File: src/rtl/core/sfq_pkg.sv
// ----------------------------------------------------------------------------
// sfq_pkg
// Command codes, status codes and item types of the searchable FIFO queue.
// ----------------------------------------------------------------------------
`default_nettype none

package sfq_pkg;

   localparam logic [2:0] KIND_PUSH   = 3'd0;
   localparam logic [2:0] KIND_POP    = 3'd1;
   localparam logic [2:0] KIND_READ   = 3'd2;
   localparam logic [2:0] KIND_SEARCH = 3'd3;
   localparam logic [2:0] KIND_TOGGLE = 3'd4;
   localparam logic [2:0] KIND_CLEAR  = 3'd5;

   localparam logic [2:0] ST_OK       = 3'd0;
   localparam logic [2:0] ST_EMPTY    = 3'd1;
   localparam logic [2:0] ST_FULL     = 3'd2;
   localparam logic [2:0] ST_LOCKED   = 3'd3;
   localparam logic [2:0] ST_BADPOS   = 3'd4;
   localparam logic [2:0] ST_NOTFOUND = 3'd5;

   typedef struct packed {
      logic [2:0]         kind;
      logic signed [31:0] value;
      logic [4:0]         position;
   } req_type;

   typedef struct packed {
      logic [2:0]         status;
      logic signed [31:0] data;
      logic [4:0]         where_found;
      logic [4:0]         occupancy;
      logic               circular;
      logic               last;
   } rsp_type;

endpackage

`default_nettype wire

File: src/rtl/core/searchable_fifo_queue_top.sv
// ----------------------------------------------------------------------------
// searchable_fifo_queue_top
// Bounded FIFO of signed words with push, pop, positional read, value
// search, circular lock and clear; entries held in one synchronous RAM.
//
//   channel  dir  handshake            payload
//   req_     in   req_valid/req_ready  sfq_pkg::req_type  (one command)
//   rsp_     out  rsp_valid/rsp_ready  sfq_pkg::rsp_type  (1..DEPTH results)
//
// One command at a time; req_ready is high only while the engine is idle.
// Push, toggle, clear and refused commands: result registered at accept and
// offered from S_RESP; pop and read first take the RAM read in S_READ.
// Search: one RAM read per entry through the single read port, final item
// offered from S_RESP after the walk. Next command is accepted once the
// engine is back in S_IDLE after the final item is registered. Output
// register decouples rsp_ready; a stalled item holds the engine and a
// stalled match pauses the walk. Reset is synchronous; entries are not cleared.
// ----------------------------------------------------------------------------
`default_nettype none

module searchable_fifo_queue_top #(
   parameter int DEPTH = 16
) (
   input  wire logic             clock,
   input  wire logic             reset,
   input  wire logic             req_valid,
   output logic                  req_ready,
   input  wire sfq_pkg::req_type req_item,
   output logic                  rsp_valid,
   input  wire logic             rsp_ready,
   output sfq_pkg::rsp_type      rsp_item
);

   localparam int AW = $clog2(DEPTH);

   logic             eng_valid;
   logic             eng_ready;
   sfq_pkg::rsp_type eng_item;
   logic             ram_we;
   logic [AW-1:0]    ram_waddr;
   logic [31:0]      ram_wdata;
   logic [AW-1:0]    ram_raddr;
   logic [31:0]      ram_rdata;

   logic             rsp_valid_ff, rsp_valid_in;
   sfq_pkg::rsp_type rsp_item_ff,  rsp_item_in;

   sfq_ram #(
      .WIDTH (32),
      .DEPTH (DEPTH)
   ) u_ram (
      .clock   (clock),
      .wr_en   (ram_we),
      .wr_addr (ram_waddr),
      .wr_data (ram_wdata),
      .rd_addr (ram_raddr),
      .rd_data (ram_rdata)
   );

   sfq_engine #(
      .DEPTH (DEPTH)
   ) u_engine (
      .clock     (clock),
      .reset     (reset),
      .req_valid (req_valid),
      .req_ready (req_ready),
      .req_item  (req_item),
      .out_valid (eng_valid),
      .out_ready (eng_ready),
      .out_item  (eng_item),
      .ram_we    (ram_we),
      .ram_waddr (ram_waddr),
      .ram_wdata (ram_wdata),
      .ram_raddr (ram_raddr),
      .ram_rdata (ram_rdata)
   );

   assign eng_ready = !rsp_valid_ff || rsp_ready;

   always_comb begin
      rsp_valid_in = rsp_valid_ff;
      rsp_item_in  = rsp_item_ff;
      if (eng_valid && eng_ready) begin
         rsp_valid_in = 1'b1;
         rsp_item_in  = eng_item;
      end else if (rsp_ready) begin
         rsp_valid_in = 1'b0;
      end
   end

   always_ff @(posedge clock) begin
      if (reset) begin
         rsp_valid_ff <= 1'b0;
      end else begin
         rsp_valid_ff <= rsp_valid_in;
      end
   end

   always_ff @(posedge clock) begin
      rsp_item_ff <= rsp_item_in;
   end

   assign rsp_valid = rsp_valid_ff;
   assign rsp_item  = rsp_item_ff;

endmodule

`default_nettype wire

File: src/rtl/core/sfq_ram.sv
// ----------------------------------------------------------------------------
// sfq_ram
// Generic single-write, single-read RAM with a registered read port.
// ----------------------------------------------------------------------------
`default_nettype none

module sfq_ram #(
   parameter int WIDTH = 32,
   parameter int DEPTH = 16
) (
   input  wire logic                     clock,
   input  wire logic                     wr_en,
   input  wire logic [$clog2(DEPTH)-1:0] wr_addr,
   input  wire logic [WIDTH-1:0]         wr_data,
   input  wire logic [$clog2(DEPTH)-1:0] rd_addr,
   output logic      [WIDTH-1:0]         rd_data
);

   logic [WIDTH-1:0] mem_ff [DEPTH];
   logic [WIDTH-1:0] rd_data_ff;

   always_ff @(posedge clock) begin
      if (wr_en) begin
         mem_ff[wr_addr] <= wr_data;
      end
      rd_data_ff <= mem_ff[rd_addr];
   end

   assign rd_data = rd_data_ff;

endmodule

`default_nettype wire

File: src/rtl/core/sfq_engine.sv
// ----------------------------------------------------------------------------
// sfq_engine
// Command sequencer: head/count/lock registers, RAM addressing and the
// head-to-tail search walk with one-match lookahead for the last flag.
// ----------------------------------------------------------------------------
`default_nettype none

module sfq_engine #(
   parameter int DEPTH = 16
) (
   input  wire logic                        clock,
   input  wire logic                        reset,
   input  wire logic                        req_valid,
   output logic                             req_ready,
   input  wire sfq_pkg::req_type            req_item,
   output logic                             out_valid,
   input  wire logic                        out_ready,
   output sfq_pkg::rsp_type                 out_item,
   output logic                             ram_we,
   output logic [$clog2(DEPTH)-1:0]         ram_waddr,
   output logic [31:0]                      ram_wdata,
   output logic [$clog2(DEPTH)-1:0]         ram_raddr,
   input  wire logic [31:0]                 ram_rdata
);

   localparam int AW = $clog2(DEPTH);
   localparam int CW = $clog2(DEPTH + 1);

   localparam logic [1:0] S_IDLE = 2'd0;
   localparam logic [1:0] S_READ = 2'd1;
   localparam logic [1:0] S_SCAN = 2'd2;
   localparam logic [1:0] S_RESP = 2'd3;

   logic [1:0]       state_ff,    state_in;
   logic [AW-1:0]    head_ff,     head_in;
   logic [CW-1:0]    count_ff,    count_in;
   logic             lock_ff,     lock_in;
   sfq_pkg::rsp_type res_ff,      res_in;
   logic [31:0]      value_ff,    value_in;
   logic [CW-1:0]    nxt_ff,      nxt_in;
   logic             cmp_vld_ff,  cmp_vld_in;
   logic [CW-1:0]    cmp_off_ff,  cmp_off_in;
   logic             pend_vld_ff, pend_vld_in;
   logic [CW-1:0]    pend_off_ff, pend_off_in;

   logic             cmp_hit;
   logic             need_emit;
   logic             lockable;
   sfq_pkg::rsp_type scan_item;

   // head-relative offset to RAM slot; offset is at most DEPTH
   function automatic logic [AW-1:0] slot(input logic [AW-1:0] h, input logic [CW-1:0] off);
      logic [CW:0] sum;
      sum = (CW+1)'(h) + (CW+1)'(off);
      if (sum >= (CW+1)'(DEPTH)) begin
         sum = sum - (CW+1)'(DEPTH);
      end
      return AW'(sum);
   endfunction

   assign cmp_hit   = cmp_vld_ff && (ram_rdata == value_ff);
   assign need_emit = cmp_hit && pend_vld_ff;
   assign lockable  = (req_item.kind inside {sfq_pkg::KIND_PUSH, sfq_pkg::KIND_POP,
                                             sfq_pkg::KIND_READ, sfq_pkg::KIND_SEARCH,
                                             sfq_pkg::KIND_CLEAR});

   always_comb begin
      scan_item.status      = sfq_pkg::ST_OK;
      scan_item.data        = value_ff;
      scan_item.where_found = 5'(pend_off_ff + CW'(1));
      scan_item.occupancy   = 5'(count_ff);
      scan_item.circular    = lock_ff;
      scan_item.last        = 1'b0;
   end

   always_comb begin
      state_in    = state_ff;
      head_in     = head_ff;
      count_in    = count_ff;
      lock_in     = lock_ff;
      res_in      = res_ff;
      value_in    = value_ff;
      nxt_in      = nxt_ff;
      cmp_vld_in  = cmp_vld_ff;
      cmp_off_in  = cmp_off_ff;
      pend_vld_in = pend_vld_ff;
      pend_off_in = pend_off_ff;
      req_ready   = (state_ff == S_IDLE);
      out_valid   = 1'b0;
      out_item    = res_ff;
      ram_we      = 1'b0;
      ram_waddr   = slot(head_ff, count_ff);
      ram_wdata   = req_item.value;
      ram_raddr   = head_ff;

      case (state_ff)
         S_IDLE: begin
            if (req_valid) begin
               value_in           = req_item.value;
               nxt_in             = '0;
               cmp_vld_in         = 1'b0;
               pend_vld_in        = 1'b0;
               state_in           = S_RESP;
               res_in.status      = sfq_pkg::ST_OK;
               res_in.data        = '0;
               res_in.where_found = '0;
               res_in.occupancy   = 5'(count_ff);
               res_in.circular    = lock_ff;
               res_in.last        = 1'b1;
               if (lockable && lock_ff) begin
                  res_in.status = sfq_pkg::ST_LOCKED;
               end else if (lockable && req_item.kind != sfq_pkg::KIND_PUSH &&
                            count_ff == '0) begin
                  res_in.status = sfq_pkg::ST_EMPTY;
               end else begin
                  case (req_item.kind)
                     sfq_pkg::KIND_PUSH: begin
                        if (count_ff == CW'(DEPTH)) begin
                           res_in.status = sfq_pkg::ST_FULL;
                        end else begin
                           ram_we             = 1'b1;
                           count_in           = count_ff + CW'(1);
                           res_in.data        = req_item.value;
                           res_in.where_found = 5'(count_ff + CW'(1));
                           res_in.occupancy   = 5'(count_ff + CW'(1));
                        end
                     end
                     sfq_pkg::KIND_POP: begin
                        ram_raddr          = head_ff;
                        count_in           = count_ff - CW'(1);
                        head_in            = (count_ff == CW'(1)) ? '0 : slot(head_ff, CW'(1));
                        res_in.where_found = 5'd1;
                        res_in.occupancy   = 5'(count_ff - CW'(1));
                        state_in           = S_READ;
                     end
                     sfq_pkg::KIND_READ: begin
                        if (req_item.position == 5'd0 ||
                            int'(req_item.position) > int'(count_ff)) begin
                           res_in.status = sfq_pkg::ST_BADPOS;
                        end else begin
                           ram_raddr          = slot(head_ff, CW'(req_item.position - 5'd1));
                           res_in.where_found = req_item.position;
                           state_in           = S_READ;
                        end
                     end
                     sfq_pkg::KIND_SEARCH: begin
                        state_in = S_SCAN;
                     end
                     sfq_pkg::KIND_TOGGLE: begin
                        if (!lock_ff && count_ff == '0) begin
                           res_in.status = sfq_pkg::ST_EMPTY;
                        end else begin
                           lock_in         = !lock_ff;
                           res_in.circular = !lock_ff;
                        end
                     end
                     sfq_pkg::KIND_CLEAR: begin
                        count_in         = '0;
                        head_in          = '0;
                        res_in.occupancy = '0;
                     end
                     default: begin
                     end
                  endcase
               end
            end
         end
         S_READ: begin
            res_in.data = ram_rdata;
            state_in    = S_RESP;
         end
         S_SCAN: begin
            out_valid = need_emit;
            out_item  = scan_item;
            if (!cmp_vld_ff && nxt_ff == count_ff) begin
               res_in.occupancy = 5'(count_ff);
               res_in.circular  = lock_ff;
               res_in.last      = 1'b1;
               if (pend_vld_ff) begin
                  res_in.status      = sfq_pkg::ST_OK;
                  res_in.data        = value_ff;
                  res_in.where_found = 5'(pend_off_ff + CW'(1));
               end else begin
                  res_in.status      = sfq_pkg::ST_NOTFOUND;
                  res_in.data        = '0;
                  res_in.where_found = '0;
               end
               state_in = S_RESP;
            end else if (need_emit && !out_ready) begin
               // hold: re-read the entry under compare
               ram_raddr = slot(head_ff, cmp_off_ff);
            end else begin
               if (cmp_hit) begin
                  pend_vld_in = 1'b1;
                  pend_off_in = cmp_off_ff;
               end
               if (nxt_ff != count_ff) begin
                  ram_raddr  = slot(head_ff, nxt_ff);
                  cmp_vld_in = 1'b1;
                  cmp_off_in = nxt_ff;
                  nxt_in     = nxt_ff + CW'(1);
               end else begin
                  cmp_vld_in = 1'b0;
               end
            end
         end
         S_RESP: begin
            out_valid = 1'b1;
            out_item  = res_ff;
            if (out_ready) begin
               state_in = S_IDLE;
            end
         end
         default: begin
            state_in = S_IDLE;
         end
      endcase
   end

   always_ff @(posedge clock) begin
      if (reset) begin
         state_ff    <= S_IDLE;
         head_ff     <= '0;
         count_ff    <= '0;
         lock_ff     <= 1'b0;
         cmp_vld_ff  <= 1'b0;
         pend_vld_ff <= 1'b0;
      end else begin
         state_ff    <= state_in;
         head_ff     <= head_in;
         count_ff    <= count_in;
         lock_ff     <= lock_in;
         cmp_vld_ff  <= cmp_vld_in;
         pend_vld_ff <= pend_vld_in;
      end
   end

   always_ff @(posedge clock) begin
      res_ff      <= res_in;
      value_ff    <= value_in;
      nxt_ff      <= nxt_in;
      cmp_off_ff  <= cmp_off_in;
      pend_off_ff <= pend_off_in;
   end

   a_count_bound: assert property (@(posedge clock) disable iff (reset)
      count_ff <= CW'(DEPTH))
      else $error("entry count above depth");

   a_write_room: assert property (@(posedge clock) disable iff (reset)
      ram_we |-> (count_ff < CW'(DEPTH)) && !lock_ff)
      else $error("write into full or locked queue");

   a_empty_head: assert property (@(posedge clock) disable iff (reset)
      (count_ff == '0) |-> (head_ff == '0))
      else $error("head not home on empty queue");

   a_scan_unlocked: assert property (@(posedge clock) disable iff (reset)
      (state_ff == S_SCAN) |-> !lock_ff && (count_ff != '0))
      else $error("search on locked or empty queue");

   a_scan_not_last: assert property (@(posedge clock) disable iff (reset)
      (state_ff == S_SCAN && out_valid) |-> !out_item.last && pend_vld_ff)
      else $error("search match item marked last");

endmodule

`default_nettype wire

File: config.mk
export PLATFORM = sky130hd
export DESIGN_NAME = searchable_fifo_queue_top
export DESIGN_NICKNAME = d
export VERILOG_FILES = /design/src/rtl/core/sfq_pkg.sv /design/src/rtl/core/searchable_fifo_queue_top.sv /design/src/rtl/core/sfq_ram.sv /design/src/rtl/core/sfq_engine.sv
export SDC_FILE = /design/constraint.sdc
export NUM_CORES = 1
export LEC_CHECK = 0
export ABC_AREA = 1
export BUFFER_PORTS_ARGS = -buffer_cell sky130_fd_sc_hd__buf_2
export CORE_MARGIN = 3
export CORE_UTILIZATION = 38
export CTS_CLUSTER_SIZE = 8
export DETAILED_ROUTE_END_ITERATION = 8
export GPL_TIMING_DRIVEN = 0
export PLACE_DENSITY = 0.59
export SYNTH_ARGS = -nofsm -noshare
export SYNTH_HDL_FRONTEND = slang
export SYNTH_SLANG_ARGS = --single-unit
File: constraint.sdc
create_clock -name clock -period 5.1 [get_ports clock]
set_input_delay 0.51 -clock clock [delete_from_list [all_inputs] [get_ports clock]]
set_output_delay 0.51 -clock clock [all_outputs]
set_load 0.02 [all_outputs]
## Yosys cells after proc, flatten, opt, wreduce, memory -nomap -nowiden

Memories as Yosys holds them, arrays and structs flattened. A register that Yosys moved wholly into a read port is not among the register bits.
Cells that the tools add are included.

| word-level totals | value |
|---|---|
| logic and storage cells | 181 |
| flip-flop bits (word level) | 156 |
| input bits | 44 |
| output and inout bits | 49 |
| bits in writable memories | 512 |
| memories | 1 |

| cells by class | value |
|---|---|
| $lt $le $gt $ge | 6 |
| multiplexer cells | 73 |
| reduce and logical (&&, ||, !) cells | 38 |
| bitwise operators | 4 |
| eq/ne operators | 21 |
| add/subtract/negate cells | 15 |

Memories:

| name | words | bits a word | read ports | clocked after memory_dff | write ports | line | source |
|---|---|---|---|---|---|---|---|
| u_ram.mem_ff | 16 | 32 | 1 | 1 | 1 | sfq_ram.sv:19 | `logic [WIDTH-1:0] mem_ff [DEPTH];` |

Operator list:

| cell | count |
|---|---|
| $pmux 32 s3 | 1 |
| $mux 47 | 2 |
| $mux 43 | 2 |
| $mux 4 | 14 |
| $pmux 5 s3 | 3 |
| $mux 44 | 1 |
| $mux 42 | 1 |
| $mux 40 | 1 |
| $eq 32x32->1 | 1 |
| $mux 32 | 1 |
| $mux 5 | 6 |
| $add 4x5->6 | 4 |
| $ge 6x5->1 const B | 4 |
| $pmux 12 s2 | 1 |
| $mux 1 | 20 |
| $sub 4x1->4 const B | 5 |
| $pmux 4 s2 | 2 |
| $reduce_and 4->1 | 4 |
| $add 5x1->5 const B | 3 |
| $reduce_and 5->1 | 3 |
| $mux 2 | 7 |
| $logic_not 5->1 | 2 |
| $ne 2x2->1 const B | 5 |
| $pmux 5 s2 | 1 |
| 32 further kinds | 63 |

## Logic depth before layout (Yosys ltp)

| depth | value |
|---|---|
| depth in word-level cells | 10 |
| gate-level depth with buffers | 24 |
| depth with buffers taken out | 21 |

## By module

A second synthesis with hierarchy kept.

| unflattened totals | value |
|---|---|
| cells, all modules | 3108 |
| area total of the unflattened synthesis | 31539.0 sq um |

By module, submodules not included:

| module | seq. area each (sq um) | cells each | instances | area each (sq um) |
|---|---|---|---|---|
| sfq_ram | 16015.4 | 2120 | 1 | 22730.6 |
| sfq_engine | 3072.9 | 935 | 1 | 7349.5 |
| searchable_fifo_queue_top | 1431.4 | 53 | 1 | 1458.9 |

## Worst setup path before layout

OpenSTA, ideal clock, no wires.

| path | value |
|---|---|
| path kind | reg-to-reg |
| start point | register u_engine.value_ff[2] |
| end point | register rsp_item_ff (netlist bit rsp_item[0]) (enable) |
| arrival time | 3.519 ns |
| data required time | 4.632 ns |
| cell stages (with the launch flop) | 10 |
| setup slack | 1.113 ns |
| clock period less this slack | 3.987 ns |
| setup time | 0.468 ns |
| path buffers | 0 |
| cell sequence | edfxtp_1 xnor2_1 nand2_1 nor2_1 nand2_1 nor2_1 nand2_1 inv_1 nand3_1 a21oi_1 |

| on the way | value |
|---|---|
| longest elaborated chain between the ends | 5 |

Ends and longest elaborated chain:

| item | line | source |
|---|---|---|
| start: declaration | sfq_engine.sv:39 | `logic [31:0] value_ff, value_in;` |
| start signal: assignment | sfq_engine.sv:240 | `value_ff <= value_in;` |
| $eq 32x32->1 | sfq_engine.sv:61 | `assign cmp_hit = cmp_vld_ff && (ram_rdata == value_ff);` |
| $logic_and 1x1->1 | sfq_engine.sv:61 |  |
| $logic_and 1x1->1 | sfq_engine.sv:62 | `assign need_emit = cmp_hit && pend_vld_ff;` |
| $pmux 1 s2 | sfq_engine.sv:96 | `case (state_ff)` |
| $logic_and 1x1->1 | searchable_fifo_queue_top.sv:83 | `if (eng_valid && eng_ready) begin` |
| end signal: assignment | searchable_fifo_queue_top.sv:100 | `rsp_item_ff <= rsp_item_in;` |
| end: declaration | searchable_fifo_queue_top.sv:46 | `sfq_pkg::rsp_type rsp_item_ff, rsp_item_in;` |

No other way between the ends.
A chain may end at the register's enable or synchronous reset.

## Final worst setup path

| path | value |
|---|---|
| start point | register u_engine.count_ff[0] |
| end point | register u_ram.rd_data_ff[11] (netlist: u_ram.rd_data[11]) (read register of u_ram.mem_ff) |

| on the way | value |
|---|---|
| longest elaborated chain between the ends | 8 |
| elaborated cells on any way between the ends | 16 |
| those cells by class | order compare (1); eq/ne (2); mux (9); reduce/logical (4) |

Ends and longest elaborated chain:

| item | line | source |
|---|---|---|
| start: declaration | sfq_engine.sv:36 | `logic [CW-1:0] count_ff, count_in;` |
| start signal: assignment | sfq_engine.sv:231 | `count_ff <= count_in;` |
| $gt 5x5->1 | sfq_engine.sv:138 | `int'(req_item.position) > int'(count_ff)) begin` |
| $logic_or 1x1->1 | sfq_engine.sv:137 | `if (req_item.position == 5'd0 \|\|` |
| $mux 4 | sfq_engine.sv:137 |  |
| $mux 4 | sfq_engine.sv:116 | `case (req_item.kind)` |
| $mux 4 | sfq_engine.sv:112 | `end else if (lockable && req_item.kind != sfq_pkg::KIND_PUSH &&` |
| $mux 4 | sfq_engine.sv:110 | `if (lockable && lock_ff) begin` |
| $mux 4 | sfq_engine.sv:98 | `if (req_valid) begin` |
| $pmux 4 s2 (*) | sfq_engine.sv:96 |  |
| end: declaration | sfq_ram.sv:20 | `logic [WIDTH-1:0] rd_data_ff;` |

Mark *: on every way between the ends. The rest lies on a longest branch, timed or not.

==> impl_results.md <==
* Synth area leaders: edfxtp_1, nand3_1, nand2_1, inv_1, dfxtp_1
* Max Cap Viol at 0
* Synth warnings at 0
* Synth top area share at 62.4%
* Worst path required time at 5.64 ns
* Filler Cell Count at 7589
* Worst setup path category: flip-flop to flip-flop
* Later-pin clock latency in the skew report at 0.65 ns
* Horiz. Die Dim at 293 µm
* Int Pwr at 13.7 mW
* DRC at 0
* Post-CTS sizing at 0
* Register area at 20500 µm²
* Post-Syn Area at 31400 µm²
* Average size of a mapped cell at 10.4 µm²
* Final Max Slew Viols at 0
* Leak at 14.7 nW
* Logic pwr share at 45.3%
* Remaining Overflow, GRT at 0
* Layout Cells excl Fill at 4336
* Core area at 81200 µm²
* Critical hold path startpoint: reset
* Seq pwr share at 30.8%
* EDFF count, synth at 652
* Status: complete, no violations
* Die area at 86100 µm²
* Slew @ Worst Pin at 1.10 ns
* Switching share of total power at 43.4%
* Data arrival, critical path at 4.56 ns
* Footprint of the multi-input gates at 8590 µm²
* Reg2Reg Depth at 16
* P_sw at 10.5 mW
* Setup crit end kind: flip-flop
* RePlAce Congestion at 0.899
* Critical-path maximum fanout at 10
* Final net count at 3309
* Total GRT Usage at 20.7%
* Die Height at 293 µm
* Vias in the first global route at 21400
* Final setup violation count at 0
* Root Driver: clkbuf_16
* CP startpoint kind: flip-flop
* CTS sink count at 699
* # H-tree levels at 3
* Final Cycle Share at 78.9%
* Largest net degree at the start of global routing at 33
* Post-Syn Nets at 3100
* Area leader, netlist: edfxtp_1
* F_max at 249 MHz
* Sequential fraction of the synthesis area at 65.4%
* Total CTS buffers at 97
* FFs w/ async S/R, synth at 0%
* Worst Skew at 0.0291 ns
* FF+latch count, synth at 699
* RSZ-0062 raised after global routing: false
* Syn Inst Count at 3021
* Drt first-iter violations at 2432
* Antenna violations before repair at 5
* Syn-to-layout area delta at 16.1%
* CTS tree: yes
* Cell variety after synth at 43
* Post-route ant nets at 0
* Port buffer count at 92
* Post-CTS Hold Buffers at 0
* Via/cell ratio at 5.19
* Ratio of cells with drive above 1 in the final layout at 11.2%
* FF-to-FF End: u_ram.rd_data[11]
* WHS Endpoint: u_engine.state_ff[1]
* CTS max path bufs at 3
* Via count at 22500
* Setup bufs post-CTS at 0
* Clock Pin Slew Worst Setup and Hold Paths at 0.05 ns
* Core Rows at 104
* Slew HR at 26.5%
* Clock share of power at 23.9%
* Placed cells at 4191
* Drt wl/cell at 20.7 µm
* TNS Setup at 0 ns
* First-pass GRT wire length at 134000 µm
* Drt pass-1 iters at 5
* Max IR drop VDD at 333 µV
* FF-to-FF Start: u_engine.count_ff[0]
* Fin crit period at 4.02 ns
* Routed wire length at 89900 µm
* IO Count at 93
* R2R setup slack at 1.08 ns
* Hold Crit Class: input port to flip-flop
* Final HPWL DP at 63200 µm
* Pwr/cell area at 667 nW/µm²
* Final Hold Vio Count at 0
* Initial Utilization at 38.7%
* Synth Flop Type: edfxtp_1
* Worst hold path depth at 2
## Yosys cell counts (2+ instances only)
cell type,count
nand2_1,715
edfxtp_1,652
nand3_1,639
inv_1,396
buf_2,73
nor2_1,70
a31oi_1,65
clkbuf_1,62
o21ai_0,60
dfxtp_1,47
nand3b_1,33
a21oi_1,32
ha_1,31
xnor2_1,17
o22ai_1,14
buf_4,13
buf_6,13
xor2_1,11
inv_2,9
nor3_1,9
buf_1,8
nand4_1,7
or2_2,7
nor2_2,6
fa_1,4
a221oi_1,3
nand2_2,3
nand2_4,3
o211ai_1,3
a211oi_1,2
o21ai_1,2
## power by group through the flow
stage,sequential [mW],clock [mW],combinational [mW]
final,7.48,5.82,11.0
after CTS,7.47,5.90,10.9
after floorplan,7.55,0,6.93
after detailed placement,7.57,0,10.8
after global routing,7.52,6.13,12.1
after global placement,7.59,0,10.7
## routing by layer
metal | up-vias | global-route usage (%) | part of all wire [%]
li1 | 10700 | - | -
met1 | 10800 | 28.8 | 44
met2 | 884 | 33.0 | 46
met3 | 165 | 3.49 | 7.4
met4 | 0 | 7.06 | 3.1
met5 | - | 0 | 0
## state kept, by name (all words and copies together), names as in the netlist
| register | count |
|---|---|
| rsp_item | 47 |
| rsp_valid | 1 |
| u_ram.mem_ff | 512 |
| u_engine.cmp_off_ff | 5 |
| u_ram.rd_data | 32 |
| u_engine.head_ff | 4 |
| u_engine.value_ff | 32 |
| u_engine.count_ff | 5 |
| u_engine.pend_vld_ff | 1 |
| u_engine.nxt_ff | 5 |
| u_engine.state_ff | 2 |
| u_engine.res_ff | 46 |
| u_engine.cmp_vld_ff | 1 |
| u_engine.lock_ff | 1 |
| u_engine.pend_off_ff | 5 |
## critical path: stages (launching register included)
cell and delay, ns:
dfxtp_1 0.61, inv_1 0.26, ha_1 0.29, nand2_2 0.11, nor2_2 0.06, nand2_2 0.19
nand4_2 0.16, nor2_1 0.26, nand2_1 0.08, nand2_1 0.06, nand3_1 0.06, nand4_1 0.09
nand2_1 0.26, inv_1 0.37, buf_1 0.52, nand3_1 0.29, nand2_1 0.22
## logic make-up (layout without fill, tap and decap cells)
kind of cell / after synthesis / after routing / synth area share [%]
AND/OR/NAND/NOR: 1499 / 1499 / 21.3
flip-flops: 699 / 699 / 65.4
buffers and inverters: 576 / 828 / 7.68
AO/OA/AOI/OAI: 184 / 184 / 3.36
adder cells (fa/ha/maj): 35 / 35 / 1.49
XOR/XNOR: 28 / 28 / 0.781
other: 0 / 3 / 0
## worst max-delay path by stage
stage	start	end	slack, ns
2_1_floorplan	u_engine.value_ff[2]	rsp_item[0]	1.11
3_3_place_gp	u_engine.count_ff[0]	u_ram.mem_ff[14][11]	-0.82
3_5_place_dp	req_item[0]	u_ram.rd_data[11]	0.82
4_1_cts	u_engine.count_ff[0]	u_ram.rd_data[11]	1.15
5_1_grt	u_engine.count_ff[1]	u_ram.rd_data[11]	0.81
6_report	u_engine.count_ff[0]	u_ram.rd_data[11]	1.08
## per-stage QoR
| step | hold WS (ns) | util, % | total power [mW] | cell area (µm²) | setup slack [ns] |
|---|---|---|---|---|---|
| floorplan | 0.400 | - | 14.5 | 31400 | 1.11 |
| global placement | 0.404 | 40.9 | 18.3 | 33200 | -0.820 |
| detailed placement | 0.417 | 41.5 | 18.4 | 33700 | 0.824 |
| CTS | 0.107 | 44.9 | 24.2 | 36400 | 1.15 |
| global route | 0.126 | 44.9 | 25.7 | 36400 | 0.805 |
| finish | 0.143 | 44.9 | 24.3 | 36400 | 1.08 |
## final cells by class
cell class              instances  share of cell area [%]
flip-flops and latches        699                    56.3
plain buffers                 170                    2.44
clock inverters                 7                   0.223
multi-input cells            1746                    23.6
inverters                     406                    4.18
well taps                    1060                    3.64
repair buffers                110                    2.42
clock buffers                 135                    7.17
diodes                          3                  0.0206
## placed cells by master (no fill, tap or decap), drive strengths merged
| master | count |
|---|---|
| o22ai | 14 |
| nor2 | 76 |
| nand3b | 33 |
| buf | 218 |
| xor2 | 11 |
| or2 | 7 |
| clkinv | 7 |
| nand3 | 640 |
| a21oi | 33 |
| fa | 4 |
| diode | 3 |
| o21ai | 62 |
| nor4 | 1 |
| ha | 31 |
| o31ai | 1 |
| inv | 406 |
| o211ai | 3 |
| nand2 | 721 |
| a221oi | 3 |
| and3 | 1 |
| a31o | 1 |
| a211oi | 2 |
| nor3 | 10 |
| dfxtp | 47 |
| edfxtp | 652 |
| clkbuf | 197 |
| nor3b | 1 |
| xnor2 | 17 |
| a31oi | 65 |
| nand4 | 9 |
Power figures use the tool's default switching activity.
